$ cat src/hdl/wrv_pkg.sv
package wrv_pkg;

    localparam int COUNT_WIDTH_DEF = 32;

    localparam logic [31:0] QNAN_BITS = 32'h7FC0_0000;
    localparam logic [31:0] INF_BITS  = 32'h7F80_0000;

    typedef logic [2:0] t_fpu_op;
    localparam t_fpu_op FPU_ADD = 3'd0;
    localparam t_fpu_op FPU_SUB = 3'd1;
    localparam t_fpu_op FPU_MUL = 3'd2;
    localparam t_fpu_op FPU_DIV = 3'd3;
    localparam t_fpu_op FPU_I2F = 3'd4;

    // Update sequence, one float operation per step
    typedef logic [3:0] t_step;
    localparam t_step STEP_KF     = 4'd0;
    localparam t_step STEP_DELTA  = 4'd1;
    localparam t_step STEP_STEP   = 4'd2;
    localparam t_step STEP_MEAN   = 4'd3;
    localparam t_step STEP_DELTA2 = 4'd4;
    localparam t_step STEP_PROD   = 4'd5;
    localparam t_step STEP_M2     = 4'd6;
    localparam t_step STEP_DEN    = 4'd7;
    localparam t_step STEP_VAR    = 4'd8;

    typedef struct packed {
        logic    load_x;
        logic    start;
        t_fpu_op op;
        t_step   step;
        logic    write;
        logic    commit;
        logic    load_out;
    } t_cmd;

    typedef struct packed {
        logic fpu_done;
        logic last;
    } t_sts;

endpackage

$ cat src/hdl/wrv_sample_if.sv
interface wrv_sample_if;
    logic        valid;
    logic        ready;
    logic [31:0] sample_bits;
    logic        last_sample;

    modport source (output valid, output sample_bits, output last_sample, input ready);
    modport sink (input valid, input sample_bits, input last_sample, output ready);
endinterface

$ cat src/hdl/wrv_result_if.sv
interface wrv_result_if;
    logic        valid;
    logic        ready;
    logic [31:0] variance_bits;
    logic [31:0] sample_total;

    modport source (output valid, output variance_bits, output sample_total, input ready);
    modport sink (input valid, input variance_bits, input sample_total, output ready);
endinterface

$ cat src/hdl/welford_running_variance_unit.sv
// Running sample variance of single-precision samples by Welford's update. Each accepted
// sample is folded into the running mean, squared-deviation sum and count through one shared
// float unit (add, subtract, multiply, divide, integer convert, each rounded to nearest even);
// the sample flagged last also yields M2/(count-1) and the count, and the state then clears.
// The seven (or nine) float operations of a sample run back to back on the shared unit; a
// divide produces two quotient bits per cycle, and a divide with a zero, infinite or NaN
// operand skips the division steps. The next sample is taken while a finished result still
// waits on the output. NaN results come out as 0x7FC00000.
module welford_running_variance_unit #(
    parameter int COUNT_WIDTH = wrv_pkg::COUNT_WIDTH_DEF
) (
    input  logic         i_clk,
    input  logic         i_rst_n,
    wrv_sample_if.sink   i_sample,
    wrv_result_if.source o_result
);
    import wrv_pkg::*;

    t_cmd cmd;
    t_sts sts;

    wrv_ctrl u_ctrl (
        .i_clk       (i_clk),
        .i_rst_n     (i_rst_n),
        .i_in_valid  (i_sample.valid),
        .o_in_ready  (i_sample.ready),
        .o_out_valid (o_result.valid),
        .i_out_ready (o_result.ready),
        .i_sts       (sts),
        .o_cmd       (cmd)
    );

    wrv_datapath #(
        .COUNT_WIDTH (COUNT_WIDTH)
    ) u_datapath (
        .i_clk           (i_clk),
        .i_rst_n         (i_rst_n),
        .i_cmd           (cmd),
        .o_sts           (sts),
        .i_sample_bits   (i_sample.sample_bits),
        .i_last_sample   (i_sample.last_sample),
        .o_variance_bits (o_result.variance_bits),
        .o_sample_total  (o_result.sample_total)
    );

endmodule

$ cat src/hdl/wrv_fpu.sv
module wrv_fpu (
    input  logic             i_clk,
    input  logic             i_rst_n,
    input  logic             i_start,
    input  wrv_pkg::t_fpu_op i_op,
    input  logic [31:0]      i_a,
    input  logic [31:0]      i_b,
    output logic             o_done,
    output logic [31:0]      o_result
);
    import wrv_pkg::*;

    localparam logic [2:0] F_IDLE = 3'd0;
    localparam logic [2:0] F_DIVI = 3'd1;
    localparam logic [2:0] F_DIVF = 3'd2;
    localparam logic [2:0] F_LZC  = 3'd3;
    localparam logic [2:0] F_RND  = 3'd4;
    localparam logic [2:0] F_OUT  = 3'd5;

    function automatic logic [4:0] lzc24(input logic [23:0] v);
        logic [4:0] n;
        logic       found;
        n = 5'd0;
        found = 1'b0;
        for (int i = 23; i >= 0; i--) begin
            if (!found) begin
                if (v[i]) found = 1'b1;
                else n = n + 5'd1;
            end
        end
        return n;
    endfunction

    function automatic logic [5:0] lzc48(input logic [47:0] v);
        logic [5:0] n;
        logic       found;
        n = 6'd0;
        found = 1'b0;
        for (int i = 47; i >= 0; i--) begin
            if (!found) begin
                if (v[i]) found = 1'b1;
                else n = n + 6'd1;
            end
        end
        return n;
    endfunction

    logic [2:0]         r_state, n_state;
    logic               r_s;
    logic signed [10:0] r_e;
    logic [47:0]        r_m;
    logic               r_spec;
    logic [31:0]        r_spec_bits;
    logic [25:0]        r_rem;
    logic [23:0]        r_div;
    logic [27:0]        r_q;
    logic [3:0]         r_iter;
    logic [9:0]         r_base;
    logic signed [10:0] r_sh;
    logic [31:0]        r_res;

    // operand unpack
    logic               sa, sb;
    logic [7:0]         ea, eb, eea, eeb;
    logic [22:0]        fa, fb;
    logic               za, zb, ia, ib, na, nb;
    logic [23:0]        ma, mb;
    logic signed [10:0] la, lb;

    always_comb begin
        sa  = i_a[31];
        sb  = i_b[31] ^ (i_op == FPU_SUB);
        ea  = i_a[30:23];
        eb  = i_b[30:23];
        fa  = i_a[22:0];
        fb  = i_b[22:0];
        za  = (ea == 8'd0) && (fa == 23'd0);
        zb  = (eb == 8'd0) && (fb == 23'd0);
        ia  = (ea == 8'hFF) && (fa == 23'd0);
        ib  = (eb == 8'hFF) && (fb == 23'd0);
        na  = (ea == 8'hFF) && (fa != 23'd0);
        nb  = (eb == 8'hFF) && (fb != 23'd0);
        ma  = {ea != 8'd0, fa};
        mb  = {eb != 8'd0, fb};
        eea = (ea == 8'd0) ? 8'd1 : ea;
        eeb = (eb == 8'd0) ? 8'd1 : eb;
        la  = $signed({3'b000, eea}) - 11'sd150;
        lb  = $signed({3'b000, eeb}) - 11'sd150;
    end

    // add / subtract alignment
    logic               swap, big_s, sml_s, eff_sub, lost;
    logic [23:0]        big_m, sml_m;
    logic [7:0]         big_e, sml_e, dexp;
    logic signed [10:0] big_l;
    logic [26:0]        sml_full, sml_sh;
    logic [27:0]        big_ext, sml_al, sum;

    always_comb begin
        swap     = i_b[30:0] > i_a[30:0];
        big_m    = swap ? mb : ma;
        sml_m    = swap ? ma : mb;
        big_e    = swap ? eeb : eea;
        sml_e    = swap ? eea : eeb;
        big_l    = swap ? lb : la;
        big_s    = swap ? sb : sa;
        sml_s    = swap ? sa : sb;
        eff_sub  = big_s ^ sml_s;
        dexp     = big_e - sml_e;
        sml_full = {sml_m, 3'b000};
        if (dexp >= 8'd27) begin
            sml_sh = 27'd0;
            lost   = sml_m != 24'd0;
        end else begin
            sml_sh = sml_full >> dexp[4:0];
            lost   = |(sml_full & ((27'd1 << dexp[4:0]) - 27'd1));
        end
        big_ext = {1'b0, big_m, 3'b000};
        sml_al  = {1'b0, sml_sh[26:1], sml_sh[0] | lost};
        sum     = eff_sub ? (big_ext - sml_al) : (big_ext + sml_al);
    end

    // divide pre-normalization
    logic [4:0]         lza, lzb;
    logic [23:0]        man_a, man_b;
    logic signed [10:0] div_e;

    always_comb begin
        lza   = lzc24(ma);
        lzb   = lzc24(mb);
        man_a = ma << lza;
        man_b = mb << lzb;
        div_e = (la - $signed({6'b0, lza})) - (lb - $signed({6'b0, lzb})) - 11'sd28;
    end

    // two restoring division steps per cycle
    logic [25:0] rem1, rem2;
    logic        q1, q2;

    always_comb begin
        q1   = r_rem >= {2'b00, r_div};
        rem1 = q1 ? (r_rem - {2'b00, r_div}) : r_rem;
        rem1 = {rem1[24:0], 1'b0};
        q2   = rem1 >= {2'b00, r_div};
        rem2 = q2 ? (rem1 - {2'b00, r_div}) : rem1;
        rem2 = {rem2[24:0], 1'b0};
    end

    // normalization: leading one and target exponent
    logic [5:0]         lzm, lead;
    logic signed [10:0] ep, tgt, tb;

    always_comb begin
        lzm  = lzc48(r_m);
        lead = 6'd47 - lzm;
        ep   = r_e + $signed({5'b0, lead}) - 11'sd23;
        tgt  = (ep < -11'sd149) ? -11'sd149 : ep;
        tb   = tgt + 11'sd149;
    end

    // rounding to nearest even and packing
    logic signed [10:0] neg_sh;
    logic [5:0]         shc;
    logic [97:0]        wide;
    logic [24:0]        kept, qr;
    logic               gbit, sbit;
    logic [32:0]        packed_v;
    logic [31:0]        rounded;

    always_comb begin
        neg_sh = -r_sh;
        shc    = (r_sh > 11'sd50) ? 6'd50 : r_sh[5:0];
        wide   = {r_m, 50'b0} >> shc;
        if (r_sh <= 11'sd0) begin
            kept = {1'b0, r_m[23:0]} << neg_sh[4:0];
            gbit = 1'b0;
            sbit = 1'b0;
        end else begin
            kept = wide[74:50];
            gbit = wide[49];
            sbit = |wide[48:0];
        end
        qr       = kept + {24'd0, gbit & (sbit | kept[0])};
        packed_v = {r_base, 23'd0} + {8'd0, qr};
        if (packed_v >= {1'b0, INF_BITS}) rounded = {r_s, INF_BITS[30:0]};
        else rounded = {r_s, packed_v[30:0]};
    end

    always_comb begin
        n_state = r_state;
        case (r_state)
            F_IDLE: begin
                if (i_start) begin
                    if (i_op == FPU_DIV && !(na || nb || ia || ib || za || zb))
                        n_state = F_DIVI;
                    else n_state = F_LZC;
                end
            end
            F_DIVI:  if (r_iter == 4'd13) n_state = F_DIVF;
            F_DIVF:  n_state = F_LZC;
            F_LZC:   n_state = F_RND;
            F_RND:   n_state = F_OUT;
            F_OUT:   n_state = F_IDLE;
            default: n_state = F_IDLE;
        endcase
    end

    always_ff @(posedge i_clk) begin
        if (!i_rst_n) r_state <= F_IDLE;
        else r_state <= n_state;
    end

    always_ff @(posedge i_clk) begin
        case (r_state)
            F_IDLE: begin
                r_iter <= 4'd0;
                if (i_start) begin
                    r_spec <= 1'b0;
                    case (i_op)
                        FPU_ADD, FPU_SUB: begin
                            r_m <= {20'd0, sum};
                            r_e <= big_l - 11'sd3;
                            r_s <= (sum == 28'd0) ? (sa & sb) : big_s;
                            if (na || nb || (ia && ib && (sa != sb))) begin
                                r_spec      <= 1'b1;
                                r_spec_bits <= QNAN_BITS;
                            end else if (ia || ib) begin
                                r_spec      <= 1'b1;
                                r_spec_bits <= {ia ? sa : sb, INF_BITS[30:0]};
                            end
                        end
                        FPU_MUL: begin
                            r_m <= ma * mb;
                            r_e <= la + lb;
                            r_s <= sa ^ i_b[31];
                            if (na || nb || (ia && zb) || (za && ib)) begin
                                r_spec      <= 1'b1;
                                r_spec_bits <= QNAN_BITS;
                            end else if (ia || ib) begin
                                r_spec      <= 1'b1;
                                r_spec_bits <= {sa ^ i_b[31], INF_BITS[30:0]};
                            end
                        end
                        FPU_DIV: begin
                            r_rem <= {2'b00, man_a};
                            r_div <= man_b;
                            r_e   <= div_e;
                            r_s   <= sa ^ i_b[31];
                            r_m   <= 48'd0;
                            if (na || nb || (ia && ib) || (za && zb)) begin
                                r_spec      <= 1'b1;
                                r_spec_bits <= QNAN_BITS;
                            end else if (ia || zb) begin
                                r_spec      <= 1'b1;
                                r_spec_bits <= {sa ^ i_b[31], INF_BITS[30:0]};
                            end else if (za || ib) begin
                                r_spec      <= 1'b1;
                                r_spec_bits <= {sa ^ i_b[31], 31'd0};
                            end
                        end
                        default: begin
                            r_m <= {16'd0, i_a};
                            r_e <= 11'sd0;
                            r_s <= 1'b0;
                        end
                    endcase
                end
            end
            F_DIVI: begin
                r_rem  <= rem2;
                r_q    <= {r_q[25:0], q1, q2};
                r_iter <= r_iter + 4'd1;
            end
            F_DIVF: r_m <= {19'd0, r_q, r_rem != 26'd0};
            F_LZC: begin
                if (!r_spec && r_m == 48'd0) begin
                    r_spec      <= 1'b1;
                    r_spec_bits <= {r_s, 31'd0};
                end
                r_base <= tb[9:0];
                r_sh   <= tgt - r_e;
            end
            F_RND:   r_res <= r_spec ? r_spec_bits : rounded;
            default: ;
        endcase
    end

    assign o_done   = r_state == F_OUT;
    assign o_result = r_res;

endmodule

$ cat src/hdl/wrv_datapath.sv
module wrv_datapath #(
    parameter int COUNT_WIDTH = wrv_pkg::COUNT_WIDTH_DEF
) (
    input  logic          i_clk,
    input  logic          i_rst_n,
    input  wrv_pkg::t_cmd i_cmd,
    output wrv_pkg::t_sts o_sts,
    input  logic [31:0]   i_sample_bits,
    input  logic          i_last_sample,
    output logic [31:0]   o_variance_bits,
    output logic [31:0]   o_sample_total
);
    import wrv_pkg::*;

    logic [31:0]            r_x, r_mean, r_m2, r_kf, r_delta, r_t, r_newmean, r_newm2;
    logic                   r_last;
    logic [COUNT_WIDTH-1:0] r_cnt, cnt_new, cnt_m1;
    logic [31:0]            r_var, r_total;
    logic [31:0]            op_a, op_b, fpu_res;
    logic                   fpu_done;

    // saturate the count at its all-ones value
    assign cnt_new = (&r_cnt) ? r_cnt : r_cnt + 1'b1;
    assign cnt_m1  = cnt_new - 1'b1;

    always_comb begin
        op_a = r_x;
        op_b = r_mean;
        case (i_cmd.step)
            STEP_KF:     op_a = 32'(cnt_new);
            STEP_DELTA:  begin op_a = r_x;       op_b = r_mean;    end
            STEP_STEP:   begin op_a = r_delta;   op_b = r_kf;      end
            STEP_MEAN:   begin op_a = r_mean;    op_b = r_t;       end
            STEP_DELTA2: begin op_a = r_x;       op_b = r_newmean; end
            STEP_PROD:   begin op_a = r_delta;   op_b = r_t;       end
            STEP_M2:     begin op_a = r_m2;      op_b = r_t;       end
            STEP_DEN:    op_a = 32'(cnt_m1);
            STEP_VAR:    begin op_a = r_newm2;   op_b = r_t;       end
            default: ;
        endcase
    end

    wrv_fpu u_fpu (
        .i_clk    (i_clk),
        .i_rst_n  (i_rst_n),
        .i_start  (i_cmd.start),
        .i_op     (i_cmd.op),
        .i_a      (op_a),
        .i_b      (op_b),
        .o_done   (fpu_done),
        .o_result (fpu_res)
    );

    always_ff @(posedge i_clk) begin
        if (i_cmd.load_x) begin
            r_x    <= i_sample_bits;
            r_last <= i_last_sample;
        end
        if (i_cmd.write) begin
            case (i_cmd.step)
                STEP_KF:    r_kf      <= fpu_res;
                STEP_DELTA: r_delta   <= fpu_res;
                STEP_MEAN:  r_newmean <= fpu_res;
                STEP_M2:    r_newm2   <= fpu_res;
                default:    r_t       <= fpu_res;
            endcase
        end
        if (i_cmd.load_out) begin
            r_var   <= r_t;
            r_total <= 32'(cnt_new);
        end
    end

    // running state: clear on reset and after the last sample of a set
    // commit comes with the write of the new M2, so take it straight from the unit
    always_ff @(posedge i_clk) begin
        if (!i_rst_n || i_cmd.load_out) begin
            r_mean <= 32'd0;
            r_m2   <= 32'd0;
            r_cnt  <= '0;
        end else if (i_cmd.commit) begin
            r_mean <= r_newmean;
            r_m2   <= fpu_res;
            r_cnt  <= cnt_new;
        end
    end

    assign o_sts.fpu_done = fpu_done;
    assign o_sts.last     = r_last;
    assign o_variance_bits = r_var;
    assign o_sample_total  = r_total;

endmodule

$ cat src/hdl/wrv_ctrl.sv
module wrv_ctrl (
    input  logic          i_clk,
    input  logic          i_rst_n,
    input  logic          i_in_valid,
    output logic          o_in_ready,
    output logic          o_out_valid,
    input  logic          i_out_ready,
    input  wrv_pkg::t_sts i_sts,
    output wrv_pkg::t_cmd o_cmd
);
    import wrv_pkg::*;

    localparam logic [1:0] S_IDLE  = 2'd0;
    localparam logic [1:0] S_ISSUE = 2'd1;
    localparam logic [1:0] S_WAIT  = 2'd2;
    localparam logic [1:0] S_OUT   = 2'd3;

    logic [1:0] r_state, n_state;
    t_step      r_step, n_step;
    logic       r_out_valid, n_out_valid;

    always_comb begin
        n_state      = r_state;
        n_step       = r_step;
        o_in_ready   = 1'b0;
        o_cmd        = '0;
        o_cmd.step   = r_step;
        case (r_step)
            STEP_KF, STEP_DEN:       o_cmd.op = FPU_I2F;
            STEP_DELTA, STEP_DELTA2: o_cmd.op = FPU_SUB;
            STEP_STEP, STEP_VAR:     o_cmd.op = FPU_DIV;
            STEP_PROD:               o_cmd.op = FPU_MUL;
            default:                 o_cmd.op = FPU_ADD;
        endcase
        case (r_state)
            S_IDLE: begin
                o_in_ready = 1'b1;
                if (i_in_valid) begin
                    o_cmd.load_x = 1'b1;
                    n_step       = STEP_KF;
                    n_state      = S_ISSUE;
                end
            end
            S_ISSUE: begin
                o_cmd.start = 1'b1;
                n_state     = S_WAIT;
            end
            S_WAIT: begin
                if (i_sts.fpu_done) begin
                    o_cmd.write = 1'b1;
                    if (r_step == STEP_M2 && !i_sts.last) begin
                        o_cmd.commit = 1'b1;
                        n_state      = S_IDLE;
                    end else if (r_step == STEP_VAR) begin
                        n_state = S_OUT;
                    end else begin
                        n_step  = r_step + 4'd1;
                        n_state = S_ISSUE;
                    end
                end
            end
            S_OUT: begin
                // hold until the output register is free
                if (!r_out_valid || i_out_ready) begin
                    o_cmd.load_out = 1'b1;
                    n_state        = S_IDLE;
                end
            end
            default: n_state = S_IDLE;
        endcase
        if (o_cmd.load_out) n_out_valid = 1'b1;
        else if (i_out_ready) n_out_valid = 1'b0;
        else n_out_valid = r_out_valid;
    end

    always_ff @(posedge i_clk) begin
        if (!i_rst_n) begin
            r_state     <= S_IDLE;
            r_step      <= STEP_KF;
            r_out_valid <= 1'b0;
        end else begin
            r_state     <= n_state;
            r_step      <= n_step;
            r_out_valid <= n_out_valid;
        end
    end

    assign o_out_valid = r_out_valid;

    a_busy_after_accept: assert property (@(posedge i_clk) disable iff (!i_rst_n)
        (i_in_valid && o_in_ready) |=> !o_in_ready)
        else $error("input taken while an update is in progress");
    a_done_in_wait: assert property (@(posedge i_clk) disable iff (!i_rst_n)
        i_sts.fpu_done |-> (r_state == S_WAIT))
        else $error("float unit finished outside the wait state");
    a_out_free: assert property (@(posedge i_clk) disable iff (!i_rst_n)
        o_cmd.load_out |-> (!r_out_valid || i_out_ready))
        else $error("output register overwritten before its transaction");
    a_commit_not_last: assert property (@(posedge i_clk) disable iff (!i_rst_n)
        o_cmd.commit |-> !i_sts.last)
        else $error("state committed on the last sample of a set");

endmodule

$ cat src/flat_wrapper.sv
// flat-port wrapper written by rule: the top's interface ports become plain ports
module welford_running_variance_unit_flat import wrv_pkg::*;
#(
    parameter int COUNT_WIDTH = wrv_pkg::COUNT_WIDTH_DEF
)
  (i_clk, i_rst_n, i_sample_valid, i_sample_sample_bits, i_sample_last_sample, i_sample_ready, o_result_valid, o_result_variance_bits, o_result_sample_total, o_result_ready);
  wrv_sample_if i_sample_i ();
  wrv_result_if o_result_i ();
  input  logic i_clk;
  input  logic i_rst_n;
  input wire logic [$bits(i_sample_i.valid)-1:0] i_sample_valid;
  input wire logic [$bits(i_sample_i.sample_bits)-1:0] i_sample_sample_bits;
  input wire logic [$bits(i_sample_i.last_sample)-1:0] i_sample_last_sample;
  output wire logic [$bits(i_sample_i.ready)-1:0] i_sample_ready;
  output wire logic [$bits(o_result_i.valid)-1:0] o_result_valid;
  output wire logic [$bits(o_result_i.variance_bits)-1:0] o_result_variance_bits;
  output wire logic [$bits(o_result_i.sample_total)-1:0] o_result_sample_total;
  input wire logic [$bits(o_result_i.ready)-1:0] o_result_ready;
  assign i_sample_i.valid = i_sample_valid;
  assign i_sample_i.sample_bits = i_sample_sample_bits;
  assign i_sample_i.last_sample = i_sample_last_sample;
  assign i_sample_ready = i_sample_i.ready;
  assign o_result_valid = o_result_i.valid;
  assign o_result_variance_bits = o_result_i.variance_bits;
  assign o_result_sample_total = o_result_i.sample_total;
  assign o_result_i.ready = o_result_ready;
  welford_running_variance_unit #(.COUNT_WIDTH(COUNT_WIDTH)) u_core (.i_clk(i_clk), .i_rst_n(i_rst_n), .i_sample(i_sample_i), .o_result(o_result_i));
endmodule
$ cat config.mk
export PLATFORM = sky130hd
export DESIGN_NAME = welford_running_variance_unit_flat
export DESIGN_NICKNAME = d
export VERILOG_FILES = /design/src/hdl/wrv_pkg.sv /design/src/hdl/wrv_sample_if.sv /design/src/hdl/wrv_result_if.sv /design/src/hdl/welford_running_variance_unit.sv /design/src/hdl/wrv_fpu.sv /design/src/hdl/wrv_datapath.sv /design/src/hdl/wrv_ctrl.sv /design/src/flat_wrapper.sv
export SDC_FILE = /design/constraint.sdc
export NUM_CORES = 2
export LEC_CHECK = 0
export BUFFER_PORTS_ARGS = -buffer_cell sky130_fd_sc_hd__buf_2
export CAP_MARGIN = 20
export CORE_MARGIN = 2
export CORE_UTILIZATION = 50
export DETAILED_ROUTE_END_ITERATION = 16
export GPL_TIMING_DRIVEN = 1
export PLACE_DENSITY = 0.75
export SKIP_LAST_GASP = 1
export SYNTH_ARGS = -nofsm -noshare
export SYNTH_HDL_FRONTEND = slang
export SYNTH_SLANG_ARGS = --single-unit
$ cat constraint.sdc
create_clock -name i_clk -period 39.1 [get_ports i_clk]
set_input_delay 7.82 -clock i_clk [delete_from_list [all_inputs] [get_ports i_clk]]
set_output_delay 7.82 -clock i_clk [all_outputs]
set_load 0.03 [all_outputs]
==> reports/results.tsv <==
stage	metric	value	unit
drt	wl_per_cell	26.39	um
global_routing	grt_pass1_wl	393100	um
pwr	leakagePower	31.88	nW
timing	fin_crit_sh	89.79	%
min_path	worstHoldStart	u_core.u_datapath.u_fpu.r_q[3]	
final_layout	area_growth	7.389	%
pwr	power_density	92.58	mW/mm^2
worst_setup_path	r2r-start	u_core.u_datapath.u_fpu.r_m[47]	
outcome	violations	slew limit	
clocking	cts.sink_count	562	
floorplan	start_util	50.39	%
synthesis	synth_cell_types	113	
floorplan	chipHeight	376.3	um
synthesis	synth_nets	9305	
worst_setup_path	r2r_cells	178	
worst_setup_path	crit_type	flop to flop	
synthesis	synth-async-reset-ratio	0	%
outcome	outcome	finished, violations left	
floorplan	rows	136	
synthesis	synth_top_area_share	19.76	%
worst_setup_path	crit_family	adder cells	
worst_setup_path	critPathArrivalTime	35510	ps
drt	ant_nets	0	
timing	worst_slack	3992	ps
placed_design	hpwl	201000	um
drt	drt_pass1_iterations	10	
worst_setup_path	worst-path-stages	178	
synthesis	syn_area_per_cell	8.372	um^2
worst_setup_path	timing.reg2reg.setup_slack	3990	ps
synthesis	synth_top_cell_by_area	edfxtp_1	
global_routing	track_usage	36.75	%
synthesis	synth_seq_cells	562	
floorplan	core_area	0.1375	mm^2
drt	remaining_drc_errors	0	
worst_setup_path	cp-endpoint	u_core.u_datapath.u_fpu.r_sh[10]	
clocking	clkTransAtPathRegs	60	ps
synthesis	synth-edff-count	456	
worst_setup_path	start_kind	flop	
clocking	ctsResizeCount	0	
timing	tns	0	ps
worst_setup_path	path_common_cell	ha_1	
run	cap_violations	0	
timing	skew	25.63	ps
floorplan	die_x	376.3	um
clocking	htreeDepth	2	
timing	drv_slew	1	
clocking	postCtsSetupRepairBufs	0	
synthesis	synth_seq_area_share	22.83	%
final_layout	layout_common_cells	1058 x nand2_1, 883 x inv_1, 812 x nor2_1	
placed_design	finalWeightedCongestion	1.039	
clocking	holdBufCountCts	0	
global_routing	grt_pass1_vias	62186	
placed_design	placed_area	0.07236	mm^2
clocking	cts_tree	yes	
final_layout	drive_gt1_share	7.607	%
clocking	cts_buffers	57	
global_routing	grt_start_max_net_pins	66	
worst_setup_path	cp.required	39500	ps
floorplan	die-area	0.1416	mm^2
worst_setup_path	crit_path_end_kind	flop	
floorplan	io_pins	103	
final_layout	final_area	0.07441	mm^2
synthesis	synth.top_cells.by_area	edfxtp_1 20%, fa_1 14%, ha_1 8.9%	
worst_setup_path	cp_max_fo	14	
worst_setup_path	crit_path_start	u_core.u_datapath.u_fpu.r_m[47]	
timing	max_freq	28.48	MHz
worst_setup_path	cp.buffers_inverters	6	
final_layout	fill_cells	12597	
synthesis	synthCells	8276	
global_routing	globalRoute.totalOverflow	0	
clocking	root_buffer	clkbuf_16	
placed_design	dp_slack	4264	ps
worst_setup_path	slowest_delay	560	ps
timing	maxSlewHeadroom	-0.7018	%
min_path	hp-class	flop to flop	
timing	setup_viol	0	
clocking	clk-insertion-delay-late	650	ps
final_layout	final_common_cell	nand2_1	
synthesis	synth_warnings	0	
timing	min_period	35110	ps
drt	first_iter_violations	8176	
synthesis	synth_flop_cell	edfxtp_1	
timing	rsz0062_at_grt	false	
drt	drt-total-wl	265500	um
worst_setup_path	cpMaxStageDelayCell	edfxtp_1	
timing	hold_viol	0	
pwr	ir_drop	0.4990	mV
drt	vias	64334	
timing	worstMarginPinSlew	1511	ps
placed_design	port_buffers	102	
final_layout	nNetsFinal	9236	
synthesis	mappedNetlistArea	0.06929	mm^2
drt	vias_per_cell	6.396	
clocking	cts_buffer_depth	3	
global_routing	antenna_found_initial	10	
worst_setup_path	r2r_end	u_core.u_datapath.u_fpu.r_sh[10]	
[sequential cells by signal, summed over array words and instances, names as in the netlist, 4 cells and up]
register	cells
u_core.u_datapath.u_fpu.r_sh	11
u_core.u_datapath.r_m2	32
u_core.u_datapath.u_fpu.o_result	32
u_core.u_datapath.u_fpu.r_q	28
u_core.u_datapath.o_sample_total	32
u_core.u_datapath.o_variance_bits	32
u_core.u_datapath.r_newmean	32
u_core.u_datapath.u_fpu.r_m	48
u_core.u_datapath.r_mean	32
u_core.u_datapath.u_fpu.r_e	11
u_core.u_datapath.u_fpu.r_rem	26
u_core.u_datapath.r_x	32
u_core.u_datapath.r_t	32
u_core.u_datapath.u_fpu.r_base	10
u_core.u_ctrl.r_step	4
u_core.u_datapath.u_fpu.r_div	24
u_core.u_datapath.r_newm2	32
u_core.u_datapath.r_delta	32
u_core.u_datapath.u_fpu.r_iter	4
u_core.u_datapath.r_cnt	32
u_core.u_datapath.r_kf	32
[kinds of logic (layout without fill, tap and decap cells)]
family	after synthesis	count (layout)	share of synthesized area [%]
xor+xnor	449	449	6.167
mux	346	346	5.439
simple gates	2848	2848	18.86
fa+ha+maj	1001	1001	23.47
flops	562	562	22.83
other cells	0	8	0
buf+inv	1357	1337	7.453
compound gates	1713	1713	15.79
[how the worst min path moves through the flow]
| stage | endpoint | slack (ps) | depth (start not counted) |
|---|---|---|---|
| after global placement | u_core.u_datapath.u_fpu.r_q[27] | 430 | 0 |
| after global routing | u_core.u_datapath.u_fpu.r_q[5] | 460 | 0 |
| after floorplan | u_core.u_datapath.o_variance_bits[31] | 430 | 0 |
| after detailed placement | u_core.u_datapath.u_fpu.r_q[5] | 440 | 0 |
| after CTS | u_core.u_datapath.u_fpu.r_q[26] | 450 | 0 |
| final | u_core.u_datapath.u_fpu.r_q[5] | 450 | 0 |
[synthesized netlist by cell type (53+ instances only)]
cell type  count
dfxtp_1      106
a31oi_1       61
clkbuf_1     354
nor2b_1       77
ha_1         491
and3_1        68
nand3_1      183
nor2_1       820
nor3_1       141
edfxtp_1     456
inv_1        883
a21o_1        82
xor2_1       155
nand2b_1      82
a21oi_1      563
o211ai_1      53
nand4_1       71
nand2_1     1059
nor4_1        68
buf_1         55
o21ai_0      337
o22ai_1       70
fa_1         501
xnor2_1      266
mux2i_1      284
or3_1         61
[area by class of cell]
class	instances	area [um^2]	area share (%)
Inverter	915	3435	4.616
Tap cell	1794	2245	3.017
Timing Repair Buffer	314	2152	2.892
Clock inverter	31	380.4	0.5112
Sequential cell	562	15820	21.25
Clock buffer	77	1583	2.127
Antenna cell	8	20.02	0.02690
Multi-Input combinational cell	6357	48780	65.56
[power by group]
group          switching [mW]  internal (mW)  leakage [nW]
clock network           0.246          0.332         0.954
registers              0.0780          0.804          5.13
logic                    3.31           2.12          25.8
[through the flow]
stage	hold WS, ps	utilization, %	total power, mW	instances
floorplan	425.2	-	4.917	8276
global placement	431.5	52.58	6.109	9932
finish	453.5	54.12	6.889	10058
CTS	449.7	54.05	6.809	10044
detailed placement	436.4	52.63	6.215	9936
global route	458.0	54.10	7.422	10050
[metal layers]
| layer | part of all wire (%) | GRT usage [%] |
|---|---|---|
| met5 | 0.012 | 0 |
| met4 | 6.6 | 19.96 |
| met3 | 11 | 8.488 |
| met2 | 43 | 56.33 |
| met1 | 39 | 48.11 |
Power figures use the tool's default switching activity.
